$ cat config.mk
export PLATFORM = sky130hd
export DESIGN_NAME = serial_byte_receiver_flat
export DESIGN_NICKNAME = d
export VERILOG_FILES = /design/src/design/sbr_pkg.sv /design/src/design/sbr_in_if.sv /design/src/design/sbr_out_if.sv /design/src/design/serial_byte_receiver.sv /design/src/design/sbr_ram.sv /design/src/design/sbr_cfg.sv /design/src/design/sbr_core.sv /design/src/design/sbr_skid.sv /design/src/flat_wrapper.sv
export SDC_FILE = /design/constraint.sdc
export NUM_CORES = 1
export LEC_CHECK = 0
export BUFFER_PORTS_ARGS = -buffer_cell sky130_fd_sc_hd__buf_2
export CAP_MARGIN = 0
export CORE_MARGIN = 4
export CORE_UTILIZATION = 35
export CTS_CLUSTER_DIAMETER = 200
export DETAILED_ROUTE_END_ITERATION = 12
export PLACE_DENSITY = 0.63
export SLEW_MARGIN = 20
export SYNTH_ARGS = -nofsm -noshare
export SYNTH_HDL_FRONTEND = slang
export SYNTH_HIERARCHICAL = 1
export SYNTH_SLANG_ARGS = --single-unit
$ cat constraint.sdc
create_clock -name clk -period 3.7 [get_ports clk]
set_input_delay 0.37 -clock clk [delete_from_list [all_inputs] [get_ports clk]]
set_output_delay 0.37 -clock clk [all_outputs]
set_load 0.01 [all_outputs]
$ cat src/design/sbr_pkg.sv
// sbr_pkg: shared types and constants of the serial byte receiver
// no dependencies; imported by the core, config block, skid queue and top level

package sbr_pkg;

  // frame receive phases
  typedef enum logic [1:0] {
    PH_SETTLE = 2'd0,
    PH_ARMED  = 2'd1,
    PH_DATA   = 2'd2,
    PH_STOP   = 2'd3
  } phase_t;

  localparam int unsigned DATA_BITS     = 8;
  localparam int unsigned ARM_THRESHOLD = 3;
  localparam int unsigned BYTE_W        = 8;
  localparam int unsigned SLOT_IDX_W    = 4;
  localparam int unsigned FLAGS_W       = 32;
  localparam int unsigned IDLE_W        = 3;
  localparam int unsigned BITCNT_W      = 4;

  // input command codes
  localparam logic CMD_TICK = 1'b0;
  localparam logic CMD_EDGE = 1'b1;

  // apb register map
  localparam int unsigned APB_ADDR_W  = 3;
  localparam int unsigned APB_DATA_W  = 32;
  localparam logic        REG_NOTIFY  = 1'b0;

  localparam logic [FLAGS_W-1:0] NOTIFY_RESET = 32'd1;

  // one result beat
  typedef struct packed {
    logic [BYTE_W-1:0]     received_byte;
    logic [SLOT_IDX_W-1:0] slot_index;
    logic [FLAGS_W-1:0]    notify_flags;
  } res_t;

endpackage

$ cat src/design/sbr_in_if.sv
// sbr_in_if: input channel carrying line events (tick or pin change)
// depends on nothing

interface sbr_in_if;
  logic valid;
  logic ready;
  logic cmd;
  logic pin_level;

  modport source (output valid, output cmd, output pin_level, input ready);
  modport sink   (input valid, input cmd, input pin_level, output ready);
endinterface

$ cat src/design/sbr_out_if.sv
// sbr_out_if: output channel carrying received bytes
// depends on nothing

interface sbr_out_if;
  logic        valid;
  logic        ready;
  logic [7:0]  received_byte;
  logic [3:0]  slot_index;
  logic [31:0] notify_flags;

  modport source (output valid, output received_byte, output slot_index,
                  output notify_flags, input ready);
  modport sink   (input valid, input received_byte, input slot_index,
                  input notify_flags, output ready);
endinterface

$ cat src/design/serial_byte_receiver.sv
// serial_byte_receiver: top level of the 8n1 serial byte receiver
// depends on sbr_pkg, sbr_in_if, sbr_out_if, sbr_cfg, sbr_core, sbr_skid
//
//   channel  dir  handshake              beat contents
//   in_ch    in   valid/ready            cmd, pin_level
//   out_ch   out  valid/ready            received_byte, slot_index, notify_flags
//   apb      in   psel/penable, pready   notify_mask at paddr 0 to 3
//
// one event per cycle sustained while in_ch is not stalled; an event is
// registered, then the frame state machine updates and any byte is pushed
// into a two-entry queue at the same clock edge, and out_ch shows the queue head.
// synchronous reset returns the receiver to settling with notify_mask = 1;
// the byte ring holds no reset value and needs no clearing pass.
// in_ch stalls only when the result queue is full and an event waits in the input register.

module serial_byte_receiver import sbr_pkg::*; #(
  parameter int unsigned BUFFER_SIZE = 16
) (
  input  logic                  clk,
  input  logic                  rst,
  sbr_in_if.sink                in_ch,
  sbr_out_if.source             out_ch,
  input  logic                  psel,
  input  logic                  penable,
  input  logic                  pwrite,
  input  logic [APB_ADDR_W-1:0] paddr,
  input  logic [APB_DATA_W-1:0] pwdata,
  output logic [APB_DATA_W-1:0] prdata,
  output logic                  pready
);

  logic [FLAGS_W-1:0] notify_mask;
  logic               res_room;
  logic               res_valid;
  res_t               res;
  logic               res_push;

  // configuration registers
  sbr_cfg u_cfg (
    .clk         (clk),
    .rst         (rst),
    .psel        (psel),
    .penable     (penable),
    .pwrite      (pwrite),
    .paddr       (paddr),
    .pwdata      (pwdata),
    .prdata      (prdata),
    .pready      (pready),
    .notify_mask (notify_mask)
  );

  // frame receiver
  sbr_core #(
    .BUFFER_SIZE (BUFFER_SIZE)
  ) u_core (
    .clk         (clk),
    .rst         (rst),
    .in_ch       (in_ch),
    .notify_mask (notify_mask),
    .res_room    (res_room),
    .res_valid   (res_valid),
    .res         (res)
  );

  assign res_push = res_valid && res_room;

  // result queue
  sbr_skid u_skid (
    .clk       (clk),
    .rst       (rst),
    .push      (res_push),
    .push_data (res),
    .room      (res_room),
    .out_ch    (out_ch)
  );

endmodule

$ cat src/design/sbr_ram.sv
// sbr_ram: generic single write port ram with registered read
// no dependencies

module sbr_ram #(
  parameter int unsigned WIDTH = 8,
  parameter int unsigned DEPTH = 16
) (
  input  logic                     clk,
  input  logic                     we,
  input  logic [$clog2(DEPTH)-1:0] waddr,
  input  logic [WIDTH-1:0]         wdata,
  input  logic [$clog2(DEPTH)-1:0] raddr,
  output logic [WIDTH-1:0]         rdata
);

  logic [WIDTH-1:0] mem [DEPTH];

  // write port
  always_ff @(posedge clk) begin
    if (we) begin
      mem[waddr] <= wdata;
    end
  end

  // registered read port
  always_ff @(posedge clk) begin
    rdata <= mem[raddr];
  end

endmodule

$ cat src/design/sbr_cfg.sv
// sbr_cfg: apb register block holding the notify mask
// depends on sbr_pkg

module sbr_cfg import sbr_pkg::*; (
  input  logic                  clk,
  input  logic                  rst,
  input  logic                  psel,
  input  logic                  penable,
  input  logic                  pwrite,
  input  logic [APB_ADDR_W-1:0] paddr,
  input  logic [APB_DATA_W-1:0] pwdata,
  output logic [APB_DATA_W-1:0] prdata,
  output logic                  pready,
  output logic [FLAGS_W-1:0]    notify_mask
);

  logic reg_sel;
  logic wr_en;

  // register select is the top address bit
  assign reg_sel = (paddr[APB_ADDR_W-1] == REG_NOTIFY);
  assign wr_en   = psel && penable && pwrite && reg_sel;
  assign pready  = 1'b1;

  // notify mask register
  always_ff @(posedge clk) begin
    if (rst) begin
      notify_mask <= NOTIFY_RESET;
    end else if (wr_en) begin
      notify_mask <= pwdata;
    end
  end

  // read back, unmapped words read as zero
  assign prdata = reg_sel ? notify_mask : '0;

endmodule

$ cat src/design/sbr_core.sv
// sbr_core: input register, frame state machine and ring write
// depends on sbr_pkg, sbr_in_if and sbr_ram

module sbr_core import sbr_pkg::*; #(
  parameter int unsigned BUFFER_SIZE = 16
) (
  input  logic               clk,
  input  logic               rst,
  sbr_in_if.sink             in_ch,
  input  logic [FLAGS_W-1:0] notify_mask,
  input  logic               res_room,
  output logic               res_valid,
  output res_t               res
);

  localparam int unsigned SLOT_W = $clog2(BUFFER_SIZE);
  localparam logic [SLOT_W-1:0] SLOT_LAST = SLOT_W'(BUFFER_SIZE - 1);

  // input register
  logic s_valid;
  logic s_cmd;
  logic s_level;
  logic fire;

  // receiver state
  phase_t              phase, phase_next;
  logic [IDLE_W-1:0]   idle_count, idle_count_next;
  logic [BITCNT_W-1:0] bit_count, bit_count_next;
  logic [BYTE_W-1:0]   shift_byte, shift_byte_next;
  logic [SLOT_W-1:0]   write_slot, write_slot_next;
  logic [SLOT_W-1:0]   last_slot;
  logic                wr_en;
  logic [BYTE_W-1:0]   ring_rdata;

  assign fire        = s_valid && res_room;
  assign in_ch.ready = !s_valid || res_room;

  // input register, one event per beat
  always_ff @(posedge clk) begin
    if (rst) begin
      s_valid <= 1'b0;
    end else if (in_ch.ready) begin
      s_valid <= in_ch.valid;
    end
  end

  always_ff @(posedge clk) begin
    if (in_ch.ready && in_ch.valid) begin
      s_cmd   <= in_ch.cmd;
      s_level <= in_ch.pin_level;
    end
  end

  // next state
  always_comb begin
    logic [IDLE_W-1:0]   idle_inc;
    logic [BITCNT_W-1:0] bit_inc;
    idle_inc        = idle_count + IDLE_W'(1);
    bit_inc         = bit_count + BITCNT_W'(1);
    phase_next      = phase;
    idle_count_next = idle_count;
    bit_count_next  = bit_count;
    shift_byte_next = shift_byte;
    write_slot_next = write_slot;
    case (phase)
      PH_SETTLE: begin
        // count consecutive high ticks before arming
        if (s_cmd == CMD_TICK) begin
          if (!s_level) begin
            idle_count_next = '0;
          end else begin
            idle_count_next = idle_inc;
            if (idle_inc > IDLE_W'(ARM_THRESHOLD)) begin
              phase_next = PH_ARMED;
            end
          end
        end
      end
      PH_ARMED: begin
        // falling edge opens a frame
        if (s_cmd == CMD_EDGE && !s_level) begin
          phase_next      = PH_DATA;
          bit_count_next  = '0;
          shift_byte_next = '0;
        end
      end
      PH_DATA: begin
        // data bits, lsb first
        if (s_cmd == CMD_TICK) begin
          shift_byte_next = shift_byte | (BYTE_W'(s_level) << bit_count[2:0]);
          bit_count_next  = bit_inc;
          if (bit_inc >= BITCNT_W'(DATA_BITS)) begin
            phase_next = PH_STOP;
          end
        end
      end
      PH_STOP: begin
        // stop bit tick closes the frame
        if (s_cmd == CMD_TICK) begin
          write_slot_next = (write_slot == SLOT_LAST) ? '0 : write_slot + SLOT_W'(1);
          phase_next      = PH_ARMED;
          idle_count_next = '0;
        end
      end
      default: begin
        phase_next = PH_SETTLE;
      end
    endcase
  end

  // result and ring write
  always_comb begin
    res_valid         = s_valid && (phase == PH_STOP) && (s_cmd == CMD_TICK);
    res.received_byte = shift_byte;
    res.slot_index    = SLOT_IDX_W'(write_slot);
    res.notify_flags  = notify_mask;
    wr_en             = fire && res_valid;
  end

  // state registers
  always_ff @(posedge clk) begin
    if (rst) begin
      phase      <= PH_SETTLE;
      idle_count <= '0;
      bit_count  <= '0;
      shift_byte <= '0;
      write_slot <= '0;
    end else if (fire) begin
      phase      <= phase_next;
      idle_count <= idle_count_next;
      bit_count  <= bit_count_next;
      shift_byte <= shift_byte_next;
      write_slot <= write_slot_next;
    end
  end

  // slot of the most recent write, read back for checking
  always_ff @(posedge clk) begin
    if (wr_en) begin
      last_slot <= write_slot;
    end
  end

  sbr_ram #(
    .WIDTH (BYTE_W),
    .DEPTH (BUFFER_SIZE)
  ) u_ring (
    .clk   (clk),
    .we    (wr_en),
    .waddr (write_slot),
    .wdata (shift_byte),
    .raddr (last_slot),
    .rdata (ring_rdata)
  );

  // settle count never passes the arming point
  a_idle_bound: assert property (@(posedge clk) disable iff (rst)
    idle_count <= IDLE_W'(ARM_THRESHOLD + 1))
    else $error("idle count beyond arming point");

  // bit count stays below a byte while shifting
  a_data_count: assert property (@(posedge clk) disable iff (rst)
    phase == PH_DATA |-> bit_count < BITCNT_W'(DATA_BITS))
    else $error("bit count overrun in data phase");

  // stop phase only after a full byte
  a_stop_count: assert property (@(posedge clk) disable iff (rst)
    phase == PH_STOP |-> bit_count == BITCNT_W'(DATA_BITS))
    else $error("stop phase entered without a full byte");

  // a byte written to the ring reads back from its slot
  a_ring_readback: assert property (@(posedge clk) disable iff (rst)
    $past(wr_en, 2) && !$past(wr_en, 1) |-> ring_rdata == $past(shift_byte, 2))
    else $error("ring readback mismatch");

endmodule

$ cat src/design/sbr_skid.sv
// sbr_skid: two-entry result queue decoupling the core from the output beat
// depends on sbr_pkg and sbr_out_if

module sbr_skid import sbr_pkg::*; (
  input  logic     clk,
  input  logic     rst,
  input  logic     push,
  input  res_t     push_data,
  output logic     room,
  sbr_out_if.source out_ch
);

  res_t       entry [2];
  logic       wr_ptr;
  logic       rd_ptr;
  logic [1:0] count;
  logic       pop;
  res_t       head;

  assign room = (count != 2'd2);
  assign pop  = out_ch.valid && out_ch.ready;

  // entry storage
  always_ff @(posedge clk) begin
    if (push) begin
      entry[wr_ptr] <= push_data;
    end
  end

  // pointers and occupancy
  always_ff @(posedge clk) begin
    if (rst) begin
      wr_ptr <= 1'b0;
      rd_ptr <= 1'b0;
      count  <= '0;
    end else begin
      if (push) begin
        wr_ptr <= !wr_ptr;
      end
      if (pop) begin
        rd_ptr <= !rd_ptr;
      end
      count <= count + 2'(push) - 2'(pop);
    end
  end

  // head of queue drives the output beat
  always_comb begin
    head                 = entry[rd_ptr];
    out_ch.valid         = (count != 2'd0);
    out_ch.received_byte = head.received_byte;
    out_ch.slot_index    = head.slot_index;
    out_ch.notify_flags  = head.notify_flags;
  end

  a_count_bound: assert property (@(posedge clk) disable iff (rst)
    count <= 2'd2)
    else $error("queue count out of range");

  a_no_overflow: assert property (@(posedge clk) disable iff (rst)
    push |-> count != 2'd2)
    else $error("push into full queue");

  a_count_track: assert property (@(posedge clk) disable iff (rst)
    push && !pop |=> count == $past(count) + 2'd1)
    else $error("queue count did not follow push");

endmodule
$ cat src/flat_wrapper.sv
// flat-port wrapper written by rule: the top's interface ports become plain ports
module serial_byte_receiver_flat import sbr_pkg::*;
#(
  parameter int unsigned BUFFER_SIZE = 16
)
  (clk, rst, psel, penable, pwrite, paddr, pwdata, prdata, pready, in_ch_valid, in_ch_cmd, in_ch_pin_level, in_ch_ready, out_ch_valid, out_ch_received_byte, out_ch_slot_index, out_ch_notify_flags, out_ch_ready);
  sbr_in_if in_ch_i ();
  sbr_out_if out_ch_i ();
  input  logic clk;
  input  logic rst;
  input  logic psel;
  input  logic penable;
  input  logic pwrite;
  input  logic [APB_ADDR_W-1:0] paddr;
  input  logic [APB_DATA_W-1:0] pwdata;
  output logic [APB_DATA_W-1:0] prdata;
  output logic pready;
  input wire logic [$bits(in_ch_i.valid)-1:0] in_ch_valid;
  input wire logic [$bits(in_ch_i.cmd)-1:0] in_ch_cmd;
  input wire logic [$bits(in_ch_i.pin_level)-1:0] in_ch_pin_level;
  output wire logic [$bits(in_ch_i.ready)-1:0] in_ch_ready;
  output wire logic [$bits(out_ch_i.valid)-1:0] out_ch_valid;
  output wire logic [$bits(out_ch_i.received_byte)-1:0] out_ch_received_byte;
  output wire logic [$bits(out_ch_i.slot_index)-1:0] out_ch_slot_index;
  output wire logic [$bits(out_ch_i.notify_flags)-1:0] out_ch_notify_flags;
  input wire logic [$bits(out_ch_i.ready)-1:0] out_ch_ready;
  assign in_ch_i.valid = in_ch_valid;
  assign in_ch_i.cmd = in_ch_cmd;
  assign in_ch_i.pin_level = in_ch_pin_level;
  assign in_ch_ready = in_ch_i.ready;
  assign out_ch_valid = out_ch_i.valid;
  assign out_ch_received_byte = out_ch_i.received_byte;
  assign out_ch_slot_index = out_ch_i.slot_index;
  assign out_ch_notify_flags = out_ch_i.notify_flags;
  assign out_ch_i.ready = out_ch_ready;
  serial_byte_receiver #(.BUFFER_SIZE(BUFFER_SIZE)) u_core (.clk(clk), .rst(rst), .in_ch(in_ch_i), .out_ch(out_ch_i), .psel(psel), .penable(penable), .pwrite(pwrite), .paddr(paddr), .pwdata(pwdata), .prdata(prdata), .pready(pready));
endmodule
Yosys cells after proc, flatten, opt, wreduce, memory -nomap -nowiden --
Memory sizes are Yosys's and may differ from the RTL's. A register that Yosys moved wholly into a read port is not among the register bits. Index checks and enable logic that the tools add are counted.
Word-level totals: flip-flop bits (word level) 60, RAM bits 88, bits of input ports 44, output and inout port bits 79, word-level logic and storage cells 83, memories 1
Operators by class: add/subtract/negate cells 5, order comparisons 2, equal/unequal tests 12, shift operators 1, muxes and demuxes 24, bitwise operators 3, reductions and logical operators 23
Memory list:
- u_core.u_skid.entry | words 2, bits a word 44, read ports 1, clocked after Yosys merged registers in 1, write ports 1, RTL line sbr_skid.sv:13 | res_t entry [2];
Operator list (number):
- 32-bit two-way mux | 1
- 8-bit two-way mux | 2
- 2-bit != test, second input constant | 8
- 8-bit one-hot mux with 2 select lines | 1
- 2-bit two-way mux | 7
- 4-bit two-way mux | 3
- 1-bit logical AND | 10
- 3-bit two-way mux | 3
- 4-bit by 1-bit adder with 4-bit output, second input constant | 2
- 8-bit bitwise OR | 1
- 2-bit one-hot mux with 4 select lines | 1
- 4-bit one-hot mux with 2 select lines | 1
- 4-bit AND reduction | 2
- 8-bit AND reduction | 1
- 1-bit by 3-bit left shift with 8-bit output | 1
- 3-bit one-hot mux with 2 select lines | 1
- 2-bit nonzero test | 3
- 2-bit equality test, second input constant | 2
- 4-bit equality test, second input constant | 1
- 4-bit greater-or-equal comparator, second input constant | 1
- 1-bit logical NOT | 4
- 1-bit two-way mux | 4
- 3-bit by 1-bit adder with 3-bit output, second input constant | 1
- 3-bit by 2-bit greater-than comparator with 1-bit output, second input constant | 1
- 7 further kinds | 8

Depth between registers and ports, before layout --
Gate-level depths: netlist of the first run.
depth in word-level cells 6, mapped depth 8, depth with buffers taken out 7

By module --
The synthesis of the first run kept the hierarchy.
By module, submodules not included:
- sbr_skid | times used 1, cells an instance 160, area each 3584.7 sq um, seq. area each 2742.6 sq um
- sbr_cfg | times used 1, cells an instance 177, area each 1691.6 sq um, seq. area each 640.6 sq um
- sbr_core | times used 1, cells an instance 168, area each 1510.2 sq um, seq. area each 500.5 sq um
- serial_byte_receiver | times used 1, cells an instance 1, area each 6.3 sq um, seq. area each 0.0 sq um

Worst setup path after synthesis of the first run --
OpenSTA, ideal clock, no wires.
path type flip-flop to flip-flop, start point register u_core.u_core.phase[0], end point memory u_core/u_skid/entry[0][0] in the netlist's numbering, enable pin, setup time 451 ps, arrival 3047 ps, required time 3249 ps, slack 202 ps, stages on the path, launching flop included 7, buffers on the path 1, period minus slack after synthesis 3498 ps, cells stage by stage dfxtp_1 ha_1 clkbuf_1 nand2_1 nor2_1 and2_1 nor2b_1
On the way: word-level cells in the longest chain between the ends 6
Ends and longest elaborated chain:
- start, declared | RTL line sbr_core.sv:26 | phase_t phase, phase_next;
- start signal, assigned | RTL line sbr_core.sv:129 | phase <= phase_next;
- 2-bit equality test | RTL line sbr_core.sv:113 | res_valid = s_valid && (phase == PH_STOP) && (s_cmd == CMD_TICK);
- 1-bit logical AND (2 in a row) | RTL line sbr_core.sv:113
- named net u_core.res_valid | RTL line serial_byte_receiver.sv:34 | logic res_valid;
- 1-bit logical AND | RTL line serial_byte_receiver.sv:65 | assign res_push = res_valid && res_room;
- named net u_core.res_push | RTL line serial_byte_receiver.sv:36 | logic res_push;
- 1-bit two-way mux | RTL line sbr_skid.sv:25 | if (push) begin
- 1-bit two-way mux (not written as such) | RTL line sbr_skid.sv:26 | entry[wr_ptr] <= push_data;
- end, declared | RTL line sbr_skid.sv:13
The timed path passes the listed nets, and every way through them passes these cells.

==> results by group, run 1 <==
Status
  • Status: completed

Logic synthesis
  • EDFF count, synth: 90
  • Area leader, netlist: edfxtp_1
  • Syn_area_per_cell: roughly 13 um2
  • Fraction of registers with async set/reset: 0%
  • Post-Syn Nets: 561
  • Yosys warns: 6
  • Register area share after synthesis: a little under three fifths
  • Syn Inst Count: 506
  • Yosys top cell area share: 39.8%
  • Synth cell types: 48
  • Top_reg_cell synth: edfxtp_1
  • Synth top area cells: edfxtp_1 40%, dfxtp_1 17%, mux2_4 9.1%
  • Mapped cell area: 6790 um2
  • Yosys reg bits: 149

Clock network
  • CTS tree: yes
  • Post-CTS Setup Inserts: 0
  • Total CTS buffers: 17
  • CTS root buf: clkbuf_16
  • Cts hold-fix bufs: 0
  • Post-CTS sizing: 0
  • Clk Latency, worst-skew pair: around 0.42 ns
  • CTS Buffer Depth: 2
  • Clock-pin slew on the worst setup and hold paths: 0.06 ns
  • CTS H-tree lvls: 4
  • Clk sinks: 149

Layout
  • Commonest cells after routing, fill and taps aside: 119 x buf_2, 90 x edfxtp_1, 66 x nand2b_1
  • Commonest non-fill, non-tap cell in the layout: buf_2
  • Storage cell area: 3880 um2
  • N_diodes: 0
  • Final core utilization: a little over two fifths
  • Syn-to-layout area delta: 16.1%
  • Fillers: 1,773
  • Final nets: 646
  • Share of cells above drive strength 1: 35.8%
  • Area of the multi-input gates: between 2000 and 2500 um2

Place
  • Placer Congestion: 0.725
  • IO Port Bufs: ~120
  • Final HPWL DP: between 8 and 9 mm

Global routing
  • First-pass GRT wire length: 20.7 mm
  • M2 GR Usage: 19.4%
  • Via count of the first global-routing pass: about 4,000
  • Largest net degree at the start of global routing: 65
  • Overflow after GRT: 0
  • Grt met1 use: between 15 and 20%
  • Initial antenna violation count: 0
  • Grt peak-use layer: met2
  • M3 GR Usage: 3.36%
  • GRT Total Usage: 12.1%

Die
  • Starting Density: 36.0%
  • Total core area: 18,900 um2
  • Die X: between 100 and 150 um
  • Die area: 21,700 um2
  • Num ports: 123
  • FP Rows: 50
  • Chip height: 147 um

Route
  • Via count: 3,893
  • Drt via density: 4.51
  • First-pass iteration count of the detailed router: 4
  • WL per Instance: around 15 um
  • ANT nets after route: 0
  • Post-route DRC: 0
  • 1st-iter DRT viols: 226
  • Routed WL: 13.0 mm

Timing
  • Hold slack: approximately 0.12 ns
  • TNS Setup: 0 ns
  • Unrepaired setup endpoints after global routing: no
  • Setup-violating endpoint count in the final report: 0
  • Post-Route Skew: 0.00701 ns
  • Final Cycle Share: 69.6%
  • Normalized max-slew margin: around a third
  • Final Hold Vio Count: 0
  • Worst slew pin tran: 0.989 ns
  • Post-layout min period: 2.57 ns
  • Fmax: around 390 MHz
  • Final slew viol count: 0

Worst hold path
  • Worst Hold Class: input port to register
  • Worst hold start: in_ch_pin_level

Worst setup path
  • Crit. End Element: output pin
  • RR Startpoint: u_core/u_core/phase[0]$_SDFFE_PP0P_
  • Crit start category: register
  • Largest stage delay, worst path: 0.89 ns
  • Worst Path Arrival: ~2.2 ns
  • Cells along the critical path: buf_4 > mux2_4 > buf_2
  • Highest net fanout along the worst path: 23
  • Critical path required time: between 3 and 4 ns
  • Worst Setup Path Type: register to output pin
  • CP max stage cell: dfxtp_2

Pwr
  • Lkg Pwr: 2.90 nW
  • Max VDD drop: 0.317 mV
  • Power per cell area: 473 nW/um2

Run
  • Max cap viols: 0
==> final timing paths <==
path,end,slack (ns),cells past startpoint
min,u_core/u_core/s_level$_DFFE_PP_,0.12,1
max,out_ch_received_byte[0],1.13,3
max reg2reg,u_core/u_core/bit_count[1]$_SDFFE_PP0P_,1.36,6
min reg2reg,u_core/u_skid/entry[1][36]$_DFFE_PP_,0.46,0
==> worst max-delay path, delay by kind of cell, from the launching register on <==
family | cells | cell delay (ns)
DFF | 1 | 0.89
buffers and inverters | 2 | 0.54
muxes | 1 | 0.34
==> power breakdown <==
group	internal (W)	switching, W	total [W]	leakage, nW
logic	0.000161	0.000128	0.000290	1.41
registers	0.00176	0.0000390	0.00180	1.23
clock network	0.000937	0.000701	0.00164	0.260
total	0.00286	0.000869	0.00373	2.90
==> cell usage after synthesis (3+ instances only) <==
| master | number |
|---|---|
| nand2b_1 | 66 |
| nor3_1 | 6 |
| dfxtp_1 | 59 |
| mux2i_1 | 34 |
| o21ai_0 | 5 |
| nand3b_1 | 3 |
| mux2_4 | 41 |
| buf_12 | 3 |
| nor2b_1 | 34 |
| buf_4 | 33 |
| ha_1 | 11 |
| a21oi_1 | 10 |
| edfxtp_1 | 90 |
| inv_1 | 9 |
| clkbuf_1 | 13 |
| buf_6 | 7 |
| nor2_1 | 13 |
| nand2_1 | 11 |
| nand3_1 | 5 |
| and2_1 | 4 |
| o21a_1 | 9 |
| mux2_2 | 5 |
==> sequential cells by signal, indices dropped and copies added (netlist names), named ones only <==
| signal | cells |
|---|---|
| u_core/u_core/shift_byte | 8 |
| u_core/u_core/s_level | 1 |
| u_core/u_skid/entry | 88 |
| u_core/u_core/phase | 2 |
| u_core/u_skid/rd_ptr | 1 |
| u_core/u_core/s_valid | 1 |
| u_core/u_core/idle_count | 3 |
| u_core/u_cfg/notify_mask | 32 |
| u_core/u_skid/count | 2 |
| u_core/u_core/s_cmd | 1 |
| u_core/u_skid/wr_ptr | 1 |
| u_core/u_core/write_slot | 4 |
| u_core/u_core/bit_count | 4 |
==> per-layer routing <==
layer	routed length [um]	share of wire, %
met5	0	0
met4	182	1.4
met3	656	5.0
met2	6210	48
met1	5960	46
==> cell type report <==
cell class / instances / area share, %
Clock buffer: 17 / 5.39
Clock inverter: 15 / 1.84
Inverter: 9 / 0.428
Multi-Input combinational cell: 289 / 30.8
Sequential cell: 149 / 49.3
Tap cell: 260 / 4.12
Timing Repair Buffer: 125 / 8.12
==> logic make-up (layout without fill, tap and decap cells) <==
family | Yosys count | after routing | share of synthesized area (%)
other | 1 | 1 | 0.0552
adder cells (fa/ha/maj) | 11 | 11 | 2.03
AND/OR/NAND/NOR | 159 | 159 | 14.1
flip-flops | 149 | 149 | 57.2
AO/OA/AOI/OAI | 31 | 31 | 3.32
XOR/XNOR | 5 | 5 | 0.847
multiplexers | 82 | 82 | 15.2
buffers and inverters | 68 | 166 | 7.20
==> through the flow <==
stage,total power (W),instance area [um2],worst slack (ns),instances
final,0.00373,7890,1.13,864
after global routing,0.00387,7890,1.02,864
after CTS,0.00378,7890,1.08,864
after detailed placement,0.00213,7310,1.38,832
after global placement,0.00213,7310,1.42,832
after floorplan,0.00206,6790,0.202,506
Power figures use the tool's default switching activity.
==> run 2: changes to the inputs <==
Clock period 3.7 ns to 2.3 ns, I/O delays scaled along.
==> run 2 against run 1 <==
Setup slack got worse by 0.83 ns; non-clock buffer count up 3; sequential share of layout area shrank 1.2 points; critical endpoint is now u_core/u_core/phase[0]$_SDFFE_PP0P_; largest power group is now clock.
==> results by group, run 2 (synthesis results as in run 1) <==
Run
  • Max cap viols: 0 (unchanged)

Layout
  • Commonest non-fill, non-tap cell in the layout: buf_2
  • Final nets: 649 (+0.46%)
  • Commonest cells after routing, fill and taps aside: 119 x buf_2, 90 x edfxtp_1, 66 x nand2b_1
  • N_diodes: 0 (unchanged)
  • Biggest register: u_core/u_skid/entry
  • Final core utilization: 42.8% (+1.1 points)
  • Fillers: 1,769 (-0.23%)
  • Fin area: 8090 um2 (+2.5%)
  • Share of cells above drive strength 1: 35.4% (-0.34 points)
  • Largest registers: u_core/u_skid/entry (88), u_core/u_cfg/notify_mask (32), u_core/u_core/shift_byte (8)
  • Largest register FFs: 88 (unchanged)
  • Syn-to-layout area delta: 19.1%

Route
  • Drt via density: 4.53 (+0.47%)
  • ANT nets after route: 0 (unchanged)
  • Post-route DRC: 0 (unchanged)
  • Routed WL: 13.1 mm (+0.83%)
  • WL per Instance: 15.1 um (+0.48%)
  • 1st-iter DRT viols: 135 (-40%)
  • Via count: 3,925 (+0.82%)
  • First-pass iteration count of the detailed router: 4 (unchanged)

Clock network
  • CTS Buffer Depth: 2 (unchanged)
  • Clock-pin slew on the worst setup and hold paths: 0.06 ns (about the same)
  • Total CTS buffers: 17 (unchanged)
  • CTS tree: yes
  • CTS root buf: clkbuf_16
  • Post-CTS sizing: 0 (unchanged)
  • CTS H-tree lvls: 4 (unchanged)
  • Post-CTS Setup Inserts: 0 (unchanged)
  • Clk sinks: 149 (unchanged)
  • Clk Latency, worst-skew pair: 0.42 ns (about the same)

Worst setup path
  • Worst Setup Path Type: register to register
  • Crit. End Element: register
  • Highest net fanout along the worst path: 5 (-78%)
  • Worst Path Arrival: 2.31 ns (+0.11 ns)
  • Crit start category: register
  • Critical path required time: 2.61 ns (-0.72 ns)

Die
  • FP Rows: 50 (unchanged)
  • Total core area: 18,900 um2 (unchanged)
  • Starting Density: 36.0% (unchanged)
  • Chip height: 147 um (unchanged)
  • Die area: 21,700 um2 (unchanged)
  • Num ports: 123 (unchanged)
  • Die X: 147 um (unchanged)

Place
  • Post-DP Area: 7380 um2 (+0.96%)
  • Placer Congestion: 0.721 (-0.57%)
  • IO Port Bufs: 119 (unchanged)
  • Pre-CTS WS: 0.295 ns (-1.09 ns)
  • Final HPWL DP: 8.60 mm (-0.79%)

Global routing
  • Largest net degree at the start of global routing: 63 (-3.1%)
  • Via count of the first global-routing pass: 4,149 (+3.7%)
  • Overflow after GRT: 0 (unchanged)
  • Initial antenna violation count: 0 (unchanged)
  • GRT Total Usage: 12.5% (+0.41 points)
  • First-pass GRT wire length: 21.2 mm (+2.2%)

Timing
  • Fmax: 499 MHz
  • PnR worst setup slack: 0.297 ns (-0.828 ns)
  • Final Cycle Share: 87.1%
  • TNS Setup: 0 ns (unchanged)
  • Post-layout min period: 2.00 ns
  • Unrepaired setup endpoints after global routing: no
  • Setup-violating endpoint count in the final report: 0 (unchanged)
  • Final slew viol count: 0 (unchanged)
  • Post-Route Skew: 0.00494 ns (-0.00207 ns)
  • Final Hold Vio Count: 0 (unchanged)

Pwr
  • Max VDD drop: 0.441 mV (+39%)
  • Lkg Pwr: 3.01 nW (+3.7%)
  • Total power: 0.00654 W (+75%)
  • Power per cell area: 808 nW/um2 (+71%)

Status
  • Status: completed

Worst hold path
  • Worst Hold Class: input port to register
[run 2: final cells by class]
class / instances / area, um2 / area share (%)
timing repair buffer: 128 / 731 / 9.03
multi-input combinational: 289 / 2430 / 30.0
sequential: 149 / 3880 / 48.0
clock buffer: 23 / 488 / 6.03
tap: 260 / 325 / 4.02
clock inverter: 9 / 195 / 2.41
inverter: 9 / 33.8 / 0.418
[run 2: per-stage QoR]
stage          instances  hold WS, ns
2_1_floorplan        506        0.302
3_3_place_gp         833        0.412
3_5_place_dp         833        0.411
4_1_cts              867       0.0305
5_1_grt              867       0.0515
6_report             867       0.0536
[run 2: routing by layer]
layer | vias to the layer above | track usage (%) | wire length [um]
li1 | 1897 | - | -
met1 | 1908 | 14.3 | 5530
met2 | 98 | 21.5 | 6610
met3 | 22 | 4.29 | 718
met4 | 0 | 4.80 | 252
met5 | - | 0 | 0
[run 2: report_power, final]
group	internal, W	switching, W	leakage (nW)
Clock	0.00215	0.00102	0.337
Combinational	0.000268	0.000241	1.44
Sequential	0.00284	0.0000270	1.23
[run 2: final timing paths]
| path | slack, ns | start | cells after the start | to |
|---|---|---|---|---|
| setup reg to reg | 0.30 | u_core/u_core/phase[0]$_SDFFE_PP0P_ | 5 | u_core/u_core/phase[0]$_SDFFE_PP0P_ |
| hold / removal | 0.05 | in_ch_valid | 3 | u_core/u_core/s_valid$_SDFFE_PP0N_ |
| setup / recovery | 0.30 | u_core/u_core/phase[0]$_SDFFE_PP0P_ | 5 | u_core/u_core/phase[0]$_SDFFE_PP0P_ |
| hold reg to reg | 0.46 | u_core/u_core/shift_byte[5]$_SDFFE_PP0P_ | 0 | u_core/u_skid/entry[0][41]$_DFFE_PP_ |
[run 2: worst max-delay path, stage by stage, from the launching register on]
cell and delay (ns):
dfxtp_1 0.40, inv_1 0.10, ha_1 0.26, a221o_1 0.40, a2111oi_4 0.40, mux2_4 0.33
[run 2: what timing repair did]
action,CTS,global route
endpoints found under the setup margin,0,0
hold endpoints to repair,2,0
hold buffers,2,0
